`config.mk`:
```
export PLATFORM = sky130hd
export DESIGN_NAME = primitive_to_wireframe_edges
export DESIGN_NICKNAME = d
export VERILOG_FILES = /design/src/sv/pwe_pkg.sv /design/src/sv/primitive_to_wireframe_edges.sv
export SDC_FILE = /design/constraint.sdc
export NUM_CORES = 1
export LEC_CHECK = 0
export BUFFER_PORTS_ARGS = -buffer_cell sky130_fd_sc_hd__buf_2
export CORE_ASPECT_RATIO = 1.75
export CORE_MARGIN = 1.5
export CORE_UTILIZATION = 47
export CTS_CLUSTER_SIZE = 8
export DETAILED_ROUTE_END_ITERATION = 10
export GPL_ROUTABILITY_DRIVEN = 0
export GPL_TIMING_DRIVEN = 1
export SLEW_MARGIN = 20
export SYNTH_ARGS = -nofsm -noshare
export SYNTH_HDL_FRONTEND = slang
export SYNTH_SLANG_ARGS = --single-unit
```
`constraint.sdc`:
```
create_clock -name clk -period 4.7 [get_ports clk]
set_input_delay 0.705 -clock clk [delete_from_list [all_inputs] [get_ports clk]]
set_output_delay 0.705 -clock clk [all_outputs]
set_load 0.05 [all_outputs]
```
`src/sv/pwe_pkg.sv`:
```
// Shared types and codes for the wireframe edge generator.
// No dependencies; used by primitive_to_wireframe_edges and its testbench.
package pwe_pkg;

  localparam int INDEX_WIDTH = 16;
  localparam int IDX_W       = 16;
  localparam int HIST_DEPTH  = 6;
  localparam int MAX_EDGES   = 4;
  localparam int CNT_W       = $clog2(MAX_EDGES + 1);

  localparam logic [IDX_W-1:0] IDX_MASK =
    IDX_W'((64'(1) << INDEX_WIDTH) - 64'(1));

  typedef logic [IDX_W-1:0] vidx_t;
  typedef logic [CNT_W-1:0] ecnt_t;

  typedef enum logic [1:0] {
    MODE_STRIP = 2'd0,
    MODE_FAN   = 2'd1,
    MODE_TRIS  = 2'd2,
    MODE_NONE  = 2'd3
  } draw_mode_t;

  typedef enum logic [2:0] {
    SRC_TRI    = 3'd0,
    SRC_QUADS  = 3'd1,
    SRC_QSTRIP = 3'd2,
    SRC_POLY   = 3'd3,
    SRC_OTHER  = 3'd4
  } src_prim_t;

  typedef struct packed {
    vidx_t edge_to;
    vidx_t edge_from;
  } line_t;

endpackage

```
`src/sv/primitive_to_wireframe_edges.sv`:
```
// Wireframe edge generator: turns a vertex index stream into line pairs.
// Depends on pwe_pkg for types, codes and the index mask.
//
// Usage:
//   in_*  : one vertex per beat. tdata = vertex_index, tuser = source
//           primitive type, tlast = last vertex of the segment.
//   out_* : one line per beat. tdata = {edge_to, edge_from}, tlast marks
//           the final line caused by one vertex.
//   cfg_* : write of the 2-bit draw mode; always ready, write only while idle.
// A vertex causes zero to four lines. Edges are worked out in the cycle the
// vertex is accepted and land in a four-entry line queue; the first line
// shows on out_* in the cycle after acceptance. The queue drains one line
// per cycle while the receiver is ready. A new vertex is accepted when the
// queue is empty or its last line leaves in that cycle.
// Reset (rst_n low, synchronous) empties the queue, clears segment position,
// first vertex and history, and sets the draw mode to none. A stalled
// receiver holds the current line and, once the queue is not about to
// empty, holds off the input side.
module primitive_to_wireframe_edges (
  input  logic        clk,
  input  logic        rst_n,
  input  logic        in_tvalid,
  output logic        in_tready,
  input  logic [15:0] in_tdata,   // [15:0] vertex_index
  input  logic [2:0]  in_tuser,   // [2:0] source_primitive
  input  logic        in_tlast,   // last_in_segment
  output logic        out_tvalid,
  input  logic        out_tready,
  output logic [31:0] out_tdata,  // [15:0] edge_from, [31:16] edge_to
  output logic        out_tlast,  // last_of_run
  input  logic        cfg_valid,
  output logic        cfg_ready,
  input  logic [1:0]  cfg_data    // [1:0] draw_mode
);

  pwe_pkg::draw_mode_t mode_r;
  pwe_pkg::vidx_t      pos_r;
  logic [2:0]          pm6_r;   // segment position modulo 6
  pwe_pkg::vidx_t      first_r;
  pwe_pkg::vidx_t      hist_r [pwe_pkg::HIST_DEPTH];
  pwe_pkg::line_t      q_r    [pwe_pkg::MAX_EDGES];
  pwe_pkg::ecnt_t      cnt_r;

  logic                in_acc;
  logic                pop;
  pwe_pkg::vidx_t      v;
  pwe_pkg::vidx_t      first;
  logic                last;
  logic [2:0]          pm6_nxt;
  pwe_pkg::line_t      ln   [pwe_pkg::MAX_EDGES];
  pwe_pkg::ecnt_t      n;

  assign cfg_ready  = 1'b1;
  assign out_tvalid = (cnt_r != '0);
  assign out_tdata  = q_r[0];
  assign out_tlast  = (cnt_r == pwe_pkg::ecnt_t'(1));
  assign pop        = out_tvalid & out_tready;
  assign in_tready  = (cnt_r == '0) || (out_tlast && out_tready);
  assign in_acc     = in_tvalid & in_tready;

  assign v     = in_tdata;
  assign last  = in_tlast;
  assign first = (pos_r == '0) ? v : first_r;

  always_comb begin
    if (last || pos_r == '1) begin
      pm6_nxt = 3'd0;
    end else if (pm6_r == 3'd5) begin
      pm6_nxt = 3'd0;
    end else begin
      pm6_nxt = pm6_r + 3'd1;
    end
  end

  always_comb begin
    logic       strip_like;
    logic       qstrip;
    logic       poly;
    pwe_pkg::vidx_t pivot;
    strip_like = 1'b0;
    qstrip     = 1'b0;
    poly       = 1'b0;
    pivot      = hist_r[1];
    n          = '0;
    for (int i = 0; i < pwe_pkg::MAX_EDGES; i++) begin
      ln[i] = '0;
    end

    unique case (mode_r)
      pwe_pkg::MODE_STRIP: begin
        strip_like = 1'b1;
      end
      pwe_pkg::MODE_FAN: begin
        case (in_tuser)
          pwe_pkg::SRC_QSTRIP: qstrip = 1'b1;
          pwe_pkg::SRC_POLY:   poly   = 1'b1;
          default: begin
            strip_like = 1'b1;
            pivot      = first;
          end
        endcase
      end
      pwe_pkg::MODE_TRIS: begin
        case (in_tuser)
          pwe_pkg::SRC_TRI: begin
            if (pm6_r == 3'd2 || pm6_r == 3'd5) begin
              ln[0] = '{edge_from: hist_r[1], edge_to: hist_r[0]};
              ln[1] = '{edge_from: hist_r[0], edge_to: v};
              ln[2] = '{edge_from: v,         edge_to: hist_r[1]};
              n     = pwe_pkg::ecnt_t'(3);
            end
          end
          pwe_pkg::SRC_QUADS: begin
            if (pos_r == pwe_pkg::vidx_t'(3) && last) begin
              ln[0] = '{edge_from: hist_r[2], edge_to: hist_r[1]};
              ln[1] = '{edge_from: hist_r[1], edge_to: hist_r[0]};
              ln[2] = '{edge_from: hist_r[0], edge_to: v};
              ln[3] = '{edge_from: v,         edge_to: hist_r[2]};
              n     = pwe_pkg::ecnt_t'(4);
            end else if (pm6_r == 3'd5) begin
              ln[0] = '{edge_from: hist_r[4], edge_to: hist_r[3]};
              ln[1] = '{edge_from: hist_r[3], edge_to: hist_r[2]};
              ln[2] = '{edge_from: hist_r[2], edge_to: v};
              ln[3] = '{edge_from: v,         edge_to: hist_r[4]};
              n     = pwe_pkg::ecnt_t'(4);
            end
          end
          pwe_pkg::SRC_QSTRIP: qstrip = 1'b1;
          pwe_pkg::SRC_POLY:   poly   = 1'b1;
          default: ;
        endcase
      end
      default: ;
    endcase

    if (strip_like) begin
      if (pos_r == pwe_pkg::vidx_t'(2)) begin
        ln[0] = '{edge_from: hist_r[1], edge_to: hist_r[0]};
        ln[1] = '{edge_from: hist_r[1], edge_to: v};
        ln[2] = '{edge_from: hist_r[0], edge_to: v};
        n     = pwe_pkg::ecnt_t'(3);
      end else if (pos_r > pwe_pkg::vidx_t'(2)) begin
        ln[0] = '{edge_from: pivot,     edge_to: v};
        ln[1] = '{edge_from: hist_r[0], edge_to: v};
        n     = pwe_pkg::ecnt_t'(2);
      end
    end

    if (qstrip && pos_r >= pwe_pkg::vidx_t'(3) && pos_r[0]) begin
      if (pos_r == pwe_pkg::vidx_t'(3)) begin
        ln[0] = '{edge_from: hist_r[2], edge_to: hist_r[1]};
        ln[1] = '{edge_from: hist_r[1], edge_to: hist_r[0]};
        ln[2] = '{edge_from: hist_r[2], edge_to: v};
        ln[3] = '{edge_from: hist_r[0], edge_to: v};
        n     = pwe_pkg::ecnt_t'(4);
      end else begin
        ln[0] = '{edge_from: hist_r[1], edge_to: hist_r[0]};
        ln[1] = '{edge_from: hist_r[2], edge_to: v};
        ln[2] = '{edge_from: hist_r[0], edge_to: v};
        n     = pwe_pkg::ecnt_t'(3);
      end
    end

    // polygon: edge from the previous vertex, plus a closing edge back to the first vertex on the segment's last vertex
    if (poly && pos_r != '0) begin
      ln[0] = '{edge_from: hist_r[0], edge_to: v};
      if (last) begin
        ln[1] = '{edge_from: v, edge_to: first};
        n     = pwe_pkg::ecnt_t'(2);
      end else begin
        n     = pwe_pkg::ecnt_t'(1);
      end
    end
  end

  always_ff @(posedge clk) begin
    if (!rst_n) begin
      mode_r  <= pwe_pkg::MODE_NONE;
      pos_r   <= '0;
      pm6_r   <= '0;
      first_r <= '0;
      cnt_r   <= '0;
      for (int i = 0; i < pwe_pkg::HIST_DEPTH; i++) begin
        hist_r[i] <= '0;
      end
    end else begin
      if (cfg_valid && cfg_ready) begin
        mode_r <= pwe_pkg::draw_mode_t'(cfg_data);
      end
      if (in_acc) begin
        if (pos_r == '0) begin
          first_r <= v;
        end
        for (int i = pwe_pkg::HIST_DEPTH - 1; i > 0; i--) begin
          hist_r[i] <= hist_r[i-1];
        end
        hist_r[0] <= v;
        pos_r     <= last ? '0 : pos_r + pwe_pkg::vidx_t'(1);
        pm6_r     <= pm6_nxt;
        cnt_r     <= n;
      end else if (pop) begin
        cnt_r <= cnt_r - pwe_pkg::ecnt_t'(1);
      end
    end
  end

  // line queue payload: load on accept, shift down on each beat out
  always_ff @(posedge clk) begin
    if (in_acc) begin
      for (int i = 0; i < pwe_pkg::MAX_EDGES; i++) begin
        q_r[i].edge_from <= ln[i].edge_from & pwe_pkg::IDX_MASK;
        q_r[i].edge_to   <= ln[i].edge_to & pwe_pkg::IDX_MASK;
      end
    end else if (pop) begin
      for (int i = 0; i < pwe_pkg::MAX_EDGES - 1; i++) begin
        q_r[i] <= q_r[i+1];
      end
    end
  end

endmodule

```
==> flow_metrics.env, run 1 <==
export IMPL_synth_edf_count=208
export IMPL_wl_met2_mm=25.4
export IMPL_utilization=0.536
export IMPL_synth_seq_cells=248
export IMPL_synthToLayoutAreaGrowth_pct=12.3
export IMPL_required_ns=4.97
export IMPL_via_per_inst=6.89
export IMPL_vias=13300
export IMPL_syn_area_per_cell_um2=9.43
export IMPL_cts_tree="yes"
export IMPL_syn_nets=1556
export IMPL_route_detailed_drc=0
export IMPL_place_inst=1874
export IMPL_clockBufferDepth=3
export IMPL_wl_per_cell_um=27.9
export IMPL_portBuffers=61
export IMPL_fin_skew_ns=0.0170
export IMPL_period_needed_ns=3.57
export IMPL_syn_area_mm2=0.0143
export IMPL_drt_total_wl_mm=54.0
export IMPL_crit_type="flop to flop"
export IMPL_cts_resized=0
export IMPL_drt_pass1_iterations=6
export IMPL_first_global_vias=12900
export IMPL_ys_warn_count=0
export IMPL_ant_nets=0
export IMPL_top_layer_used="met4"
export IMPL_ys_flop_type="edfxtp_1"
export IMPL_drtIter0Drc=2015
export IMPL_dpl_worst_slack_ns=1.07
export IMPL_num_rows=84
export IMPL_synth_cell_types=71
export IMPL_overflow=0
export IMPL_die_width_um=135
export IMPL_tns_ns=0
export IMPL_cp_max_fo=8
export IMPL_grtUsageTotal=0.344
export IMPL_hold_viol=0
export IMPL_power_density_mw_per_mm2=575
export IMPL_core_mm2=0.0301
export IMPL_rrSetupSlack_ns=1.13
export IMPL_clk_latency_ns=0.54
export IMPL_setup_viol=0
export IMPL_wl_met3_mm=5.19
export IMPL_num_nets_final=1561
export IMPL_clk_root_buffer_cell="clkbuf_16"
export IMPL_die_h_um=234
export IMPL_arrival_ns=3.84
export IMPL_cts_setup_buffers=0
export IMPL_status="finished clean"
export IMPL_finalWorstSetupSlack_ns=1.13
export IMPL_die_area_mm2=0.0316
export IMPL_holdWs_ns=0.394
export IMPL_hp_class="input port to flop"
export IMPL_stdcell_count=1937
export IMPL_antenna_found_initial=1
export IMPL_critPathLaunchType="flop"
export IMPL_h_tree_depth=2
export IMPL_hold_buffers=0
export IMPL_leakage_nw=5.98
export IMPL_max_vdd_ir_drop_uv=992
export IMPL_post_dp_cell_area_mm2=0.0151
export IMPL_yosys_area_top_type="edfxtp_1"
export IMPL_cts_buffers=36
export IMPL_max_slew_margin=0.338
export IMPL_ioPinCount=63
export IMPL_final_area_mm2=0.0161
export IMPL_drive_gt1_frac=0.139
export IMPL_rsz0062_at_grt="no"
export IMPL_ys_seq_area_frac=0.492
export IMPL_maxCapViolations=0
export IMPL_cts_sinks=248
export IMPL_tightest_slew_ns=0.993
export IMPL_clk_pin_slew_ns=0.05
export IMPL_wl_met1_mm=19.7
export IMPL_total_power_mw=9.25
export IMPL_postSynthCellCount=1520
export IMPL_synth_top_area_frac=0.436
export IMPL_yosys_cell_count_top_type="edfxtp_1"
export IMPL_grt_max_degree=105
export IMPL_synthTopCellsByArea="edfxtp_1 44%, dfxtp_1 5.6%, nand2_1 4.9%"
export IMPL_timing_final_crit_share=0.760
export IMPL_initial_utilization=0.477
export IMPL_fmax_ghz=0.280
export IMPL_worstSetupEndpointType="flop"
export IMPL_slew_violations=0
export IMPL_grt_pass1_wl_mm=80.8
export IMPL_synth_common_cells="208 x edfxtp_1, 188 x nand2_1, 134 x nor2_1"
export IMPL_async_reset_ff_frac=0
export IMPL_hpwl_mm=33.0
==> placed cells by master, fill, tap and decap left out, types with 7 or more instances in the layout <==
| cell | count |
|---|---|
| mux2i_1 | 25 |
| and2_1 | 13 |
| nand3_1 | 95 |
| buf_2 | 61 |
| clkbuf_16 | 37 |
| a31oi_1 | 16 |
| ha_1 | 9 |
| a22o_1 | 14 |
| a211oi_1 | 15 |
| a21oi_1 | 86 |
| o221ai_1 | 16 |
| nand2_1 | 187 |
| or3_1 | 17 |
| o22ai_1 | 13 |
| o21ai_1 | 15 |
| mux2_2 | 11 |
| clkbuf_1 | 23 |
| o31ai_1 | 10 |
| a221oi_1 | 39 |
| a21boi_0 | 20 |
| a21o_1 | 25 |
| nor3_1 | 19 |
| a32oi_1 | 18 |
| a2111oi_0 | 23 |
| o211ai_1 | 8 |
| nor2_1 | 132 |
| dfxtp_1 | 40 |
| buf_4 | 59 |
| inv_1 | 22 |
| and3_1 | 69 |
| a221oi_2 | 10 |
| a22oi_1 | 7 |
| edfxtp_1 | 208 |
| o21ai_0 | 91 |
==> cell type report <==
cell class / count / area (um2)
Tap cell: 387 / 484
Antenna cell: 1 / 2.50
Timing Repair Buffer: 124 / 828
Clock inverter: 2 / 17.5
Clock buffer: 60 / 1010
Sequential cell: 248 / 7050
Fill cell: 2821 / 14000
Inverter: 23 / 86.3
Multi-Input combinational cell: 1092 / 6620
==> per-layer routing <==
metal | track usage | vias up
li1 | - | 5753
met1 | 0.423 | 6462
met2 | 0.554 | 882
met3 | 0.0681 | 242
met4 | 0.212 | 0
met5 | 0 | -
==> logic make-up after synthesis <==
logic type / synth area share
AOI/OAI and AO/OA: 0.219
adders and majority gates: 0.00786
buffers and inverters: 0.0514
DFF: 0.492
other: 0.000262
xor gates and xnor gates: 0.00733
and+or+nand+nor: 0.196
muxes: 0.0269
==> sequential cells by signal, indices dropped and copies added (netlist names) <==
signal / flops
q_r: 128
hist_r: 80
first_r: 16
pos_r: 16
cnt_r: 3
pm6_r: 3
mode_r: 2
==> critical path, cell delays in order (launching register included) <==
cell	delay, ns
dfxtp_1	0.32
inv_1	0.08
ha_1	0.27
and3b_1	0.24
nor3b_2	0.63
buf_4	0.30
nand3_1	0.39
a21boi_0	0.47
o31ai_1	0.14
a221oi_1	0.46
==> power breakdown <==
part / switching [mW] / internal, mW
logic: 2.15 / 0.707
registers: 0.511 / 3.42
clock network: 1.01 / 1.46
==> final timing paths <==
check | from | endpoint | cells past startpoint
worst max register to register | mode_r[1]$_SDFFE_PN1P_ | q_r[0][26]$_DFFE_PP_ | 9
worst min register to register | cnt_r[1]$_SDFFE_PN0P_ | cnt_r[1]$_SDFFE_PN0P_ | 2
worst min-delay path | cfg_data[1] | mode_r[1]$_SDFFE_PN1P_ | 3
worst max-delay path | mode_r[1]$_SDFFE_PN1P_ | q_r[0][26]$_DFFE_PP_ | 9
Power figures use the tool's default switching activity.
==> run 2, diff against run 1 <==
- PLACE_DENSITY: not set -> 0.66
- clock period: 4.7 -> 2.91 ns (I/O delays scaled with it)
==> run 2 against run 1 <==
Sequential share of layout area down 1.9 points. Sequential power up 61%. Critical path depth up 2. Flip-flop and latch count unchanged. Hold slack worse by 0.26 ns. Largest power group unchanged. Highest routed layer unchanged.
==> flow_metrics.env, run 2 (synthesized netlist as in run 1, its figures left out) <==
export IMPL_arrival_ns=3.19
export IMPL_status="finished clean"
export IMPL_overflow=0
export IMPL_mostFrequentLayoutCell="edfxtp_1"
export IMPL_ant_nets=0
export IMPL_rrSetupSlack_ns=0.05
export IMPL_fin_skew_ns=0.0171
export IMPL_holdPathStages=3
export IMPL_critPathLaunchType="flop"
export IMPL_clk_latency_ns=0.53
export IMPL_rsz0062_at_grt="no"
export IMPL_drt_pass1_iterations=7
export IMPL_cts_sinks=248
export IMPL_ioPinCount=63
export IMPL_crit_reg2reg_capture="q_r[0][26]$_DFFE_PP_"
export IMPL_h_tree_depth=2
export IMPL_drt_total_wl_mm=52.7
export IMPL_antenna_found_initial=0
export IMPL_min_to="mode_r[1]$_SDFFE_PN1P_"
export IMPL_post_dp_cell_area_mm2=0.0157
export IMPL_cp_max_fo=6
export IMPL_mostFrequentLayoutCells="208 x edfxtp_1, 187 x nand2_1, 131 x nor2_1"
export IMPL_drtIter0Drc=2079
export IMPL_final_area_mm2=0.0168
export IMPL_largest_register_ffs=128
export IMPL_hold_buffers=0
export IMPL_total_power_mw=15.1
export IMPL_slew_violations=0
export IMPL_core_mm2=0.0301
export IMPL_synthToLayoutAreaGrowth_pct=17.5
export IMPL_clk_pin_slew_ns=0.05
export IMPL_max_slew_margin=0.372
export IMPL_fmax_ghz=0.350
export IMPL_via_per_inst=6.85
export IMPL_regMostFlops="q_r"
export IMPL_maxCapViolations=0
export IMPL_cts_tree="yes"
export IMPL_worstSetupEndpointType="flop"
export IMPL_hp_class="input port to flop"
export IMPL_largestRegisters="q_r (128), hist_r (80)"
export IMPL_power_density_mw_per_mm2=899
export IMPL_fill_cells=2669
export IMPL_hpwl_mm=33.8
export IMPL_grtUsageTotal=0.336
export IMPL_setup_viol=0
export IMPL_period_needed_ns=2.86
export IMPL_holdWs_ns=0.138
export IMPL_initial_utilization=0.477
export IMPL_route_detailed_drc=0
export IMPL_cts_buffers=36
export IMPL_grt_max_degree=89
export IMPL_drive_gt1_frac=0.180
export IMPL_rr_startpoint="mode_r[1]$_SDFFE_PN1P_"
export IMPL_wl_per_cell_um=26.3
export IMPL_required_ns=3.25
export IMPL_n_antenna_cell=0
export IMPL_hold_viol=0
export IMPL_tightest_slew_ns=0.937
export IMPL_tns_ns=0
export IMPL_max_vdd_ir_drop_uv=678
export IMPL_die_area_mm2=0.0316
export IMPL_utilization=0.560
export IMPL_num_nets_final=1628
export IMPL_clk_root_buffer_cell="clkbuf_16"
export IMPL_crit_type="flop to flop"
export IMPL_die_h_um=234
export IMPL_grt_pass1_wl_mm=79.3
export IMPL_num_rows=84
export IMPL_first_global_vias=13300
export IMPL_clockBufferDepth=3
export IMPL_r2r_cells=11
export IMPL_min_delay_start="cfg_data[1]"
export IMPL_leakage_nw=6.40
export IMPL_vias=13800
export IMPL_portBuffers=61
export IMPL_timing_final_crit_share=0.981
export IMPL_die_width_um=135
[run 2: timing repair]
| item | 4_1_cts | 5_1_grt |
|---|---|---|
| setup buffers | 0 | 2 |
| endpoints found under the setup margin | 8 | 31 |
| pin swaps | 1 | 4 |
| resized for setup | 3 | 17 |
[run 2: routing by layer]
metal | track usage | vias up | part of all wire | routed length, um
met2 | 0.543 | 1083 | 0.47 | 24600
li1 | - | 5880 | - | -
met3 | 0.0616 | 298 | 0.11 | 5770
met1 | 0.405 | 6490 | 0.35 | 18400
met4 | 0.231 | 0 | 0.075 | 3970
met5 | 0 | - | 0 | 0
[run 2: where the power goes]
group          total (mW)  leakage [nW]  switching [mW]  internal [mW]
Clock                3.96         0.497            1.58           2.38
Sequential           6.33          2.48           0.821           5.51
Combinational        4.86          3.42            3.53           1.33
Total                15.1          6.40            5.93           9.21
[run 2: critical path, cell delays in order, from the launching register on]
cell and delay [ns]:
dfxtp_1 0.33, inv_1 0.06, ha_1 0.26, and3b_1 0.20, buf_4 0.13, nor3b_2 0.32, buf_4 0.24, nand3_1 0.33
a21boi_0 0.27, buf_4 0.15, nor3_1 0.06, a221oi_1 0.30
[run 2: worst max path at each step]
stage                            from               endpoint  slack (ns)  cells after the start
6_report       mode_r[1]$_SDFFE_PN1P_   q_r[0][26]$_DFFE_PP_        0.05                     11
5_1_grt        mode_r[1]$_SDFFE_PN1P_    q_r[1][4]$_DFFE_PP_       0.009                     11
4_1_cts         pos_r[9]$_SDFFE_PN0P_   q_r[1][13]$_DFFE_PP_        0.03                      8
3_5_place_dp    pos_r[2]$_SDFFE_PN0P_   q_r[1][13]$_DFFE_PP_       -0.12                      7
3_3_place_gp              in_tuser[2]    q_r[0][3]$_DFFE_PP_       -0.04                      9
2_1_floorplan   cnt_r[0]$_SDFFE_PN0P_  cnt_r[0]$_SDFFE_PN0P_       0.001                      6
[run 2: layout make-up]
| class | count | area (um2) | share of cell area |
|---|---|---|---|
| Multi-Input combinational cell | 1092 | 6690 | 0.397 |
| Inverter | 23 | 86.3 | 0.00513 |
| Clock buffer | 64 | 1030 | 0.0610 |
| Sequential cell | 248 | 7050 | 0.419 |
| Clock inverter | 2 | 17.5 | 0.00104 |
| Timing Repair Buffer | 191 | 1490 | 0.0884 |
| Tap cell | 387 | 484 | 0.0288 |
[run 2: per-stage QoR]
step                cells  worst slack [ns]
floorplan            1520           0.00118
global placement     1938           -0.0414
detailed placement   1938            -0.116
CTS                  2004            0.0320
global route         2007           0.00887
finish               2007            0.0546
==> run 3, diff against run 2 <==
- RECOVER_POWER: not set -> 100
==> run 3 against run 2 <==
Clock power barely moved. Critical path depth decreased by 1. Total power down 1.0%. Final area down 1.2%. Cell count unchanged. Largest cell class unchanged. Clock skew rose by 0.0020 ns. Clock-buffer cell count unchanged. Largest power group unchanged. Sequential share of layout area grew 0.51 points. Combinational power fell by 4%. Non-clock buffer count did not move. Hold slack worse by 0.00095 ns.
==> flow_metrics.env, run 3 (synthesized netlist as in run 1, its figures left out) <==
export IMPL_clk_latency_ns=0.53
export IMPL_drive_gt1_frac=0.144
export IMPL_fmax_ghz=0.349
export IMPL_mostFrequentLayoutCells="208 x edfxtp_1, 188 x nand2_1, 132 x nor2_1"
export IMPL_arrival_ns=3.22
export IMPL_initial_utilization=0.477
export IMPL_crit_type="flop to flop"
export IMPL_power_density_mw_per_mm2=901
export IMPL_maxCapViolations=0
export IMPL_clockBufferDepth=3
export IMPL_vias=13700
export IMPL_num_rows=84
export IMPL_max_slew_margin=0.266
export IMPL_die_h_um=234
export IMPL_max_vdd_ir_drop_uv=652
export IMPL_mostFrequentLayoutCell="edfxtp_1"
export IMPL_hold_buffers=0
export IMPL_via_per_inst=6.84
export IMPL_utilization=0.553
export IMPL_critPathLaunchType="flop"
export IMPL_fin_skew_ns=0.0191
export IMPL_tightest_slew_ns=1.10
export IMPL_ioPinCount=63
export IMPL_setup_viol=0
export IMPL_route_detailed_drc=0
export IMPL_slew_violations=0
export IMPL_hp_class="input port to flop"
export IMPL_n_antenna_cell=0
export IMPL_hold_viol=0
export IMPL_wl_per_cell_um=26.3
export IMPL_required_ns=3.27
export IMPL_finalWorstSetupSlack_ns=0.0476
export IMPL_core_mm2=0.0301
export IMPL_grt_max_degree=89
export IMPL_r2r_cells=10
export IMPL_clk_root_buffer_cell="clkbuf_16"
export IMPL_leakage_nw=6.21
export IMPL_largest_register_ffs=128
export IMPL_post_dp_cell_area_mm2=0.0157
export IMPL_first_global_vias=13300
export IMPL_antenna_found_initial=0
export IMPL_clk_pin_slew_ns=0.05
export IMPL_synthToLayoutAreaGrowth_pct=16.1
export IMPL_num_nets_final=1628
export IMPL_regMostFlops="q_r"
export IMPL_drt_total_wl_mm=52.8
export IMPL_die_width_um=135
export IMPL_dpl_worst_slack_ns=-0.116
export IMPL_cts_buffers=36
export IMPL_cts_sinks=248
export IMPL_hpwl_mm=33.8
export IMPL_cp_max_fo=7
export IMPL_timing_final_crit_share=0.984
export IMPL_die_area_mm2=0.0316
export IMPL_grtUsageTotal=0.336
export IMPL_fill_cells=2722
export IMPL_largestRegisters="q_r (128), hist_r (80)"
export IMPL_overflow=0
export IMPL_grt_pass1_wl_mm=79.3
export IMPL_ant_nets=0
export IMPL_drtIter0Drc=1938
export IMPL_worstSetupEndpointType="flop"
export IMPL_portBuffers=61
export IMPL_drt_pass1_iterations=6
export IMPL_cts_tree="yes"
export IMPL_holdPathStages=3
export IMPL_h_tree_depth=2
export IMPL_status="finished clean"
export IMPL_final_area_mm2=0.0166
export IMPL_period_needed_ns=2.86
## run 3: cell type report
| class | count | area (um2) | share of cell area |
|---|---|---|---|
| timing repair buffer | 191 | 1340 | 0.0806 |
| tap | 387 | 484 | 0.0291 |
| clock buffer | 64 | 1030 | 0.0618 |
| multi-input combinational | 1092 | 6630 | 0.399 |
| clock inverter | 2 | 17.5 | 0.00105 |
| sequential | 248 | 7050 | 0.424 |
| inverter | 23 | 86.3 | 0.00519 |
## run 3: where the power goes
part           switching (mW)  total (mW)  internal, mW  leakage (nW)
combinational            3.51        4.68          1.17          3.23
sequential              0.830        6.35          5.52          2.48
clock                    1.58        3.96          2.38         0.497
## run 3: worst max-delay path: stages, from the launching register on
cell and delay, ns:
dfxtp_1 0.32, buf_4 0.15, ha_4 0.15, or3b_2 0.48, nor4_4 0.37, a21oi_1 0.13
clkbuf_1 0.18, o22ai_1 0.44, a2111oi_2 0.15, buf_4 0.16, nor3_1 0.16
## run 3: per-layer routing
| metal | part of all wire | up-vias | track usage |
|---|---|---|---|
| li1 | - | 5876 | - |
| met1 | 0.35 | 6486 | 0.405 |
| met2 | 0.47 | 1075 | 0.543 |
| met3 | 0.11 | 296 | 0.0616 |
| met4 | 0.076 | 0 | 0.231 |
| met5 | 0 | - | 0 |
## run 3: metrics by stage
stage	setup TNS, ns	std cells	power, mW	hold WS, ns
finish	0	2007	15.0	0.137
global route	-0.00563	2007	15.6	0.146
CTS	0	2004	15.0	0.125
detailed placement	-0.335	1938	11.1	0.474
global placement	-0.0559	1938	11.0	0.456
floorplan	0	1520	9.23	0.446
## run 3: final timing paths
check                                              end  slack (ns)             startpoint
worst max-delay path               q_r[0][4]$_DFFE_PP_        0.05  pos_r[1]$_SDFFE_PN0P_
worst min-delay path            mode_r[1]$_SDFFE_PN1P_        0.14            cfg_data[1]
worst max register to register     q_r[0][4]$_DFFE_PP_        0.05  pos_r[1]$_SDFFE_PN0P_
worst min register to register   cnt_r[1]$_SDFFE_PN0P_        0.48  cnt_r[1]$_SDFFE_PN0P_
## run 3: timing repair
item,CTS,global route
pin swaps,1,4
gates resized for setup,3,17
endpoints found under the setup margin,8,31
setup buffers,0,2
endpoints found under the hold margin,0,0
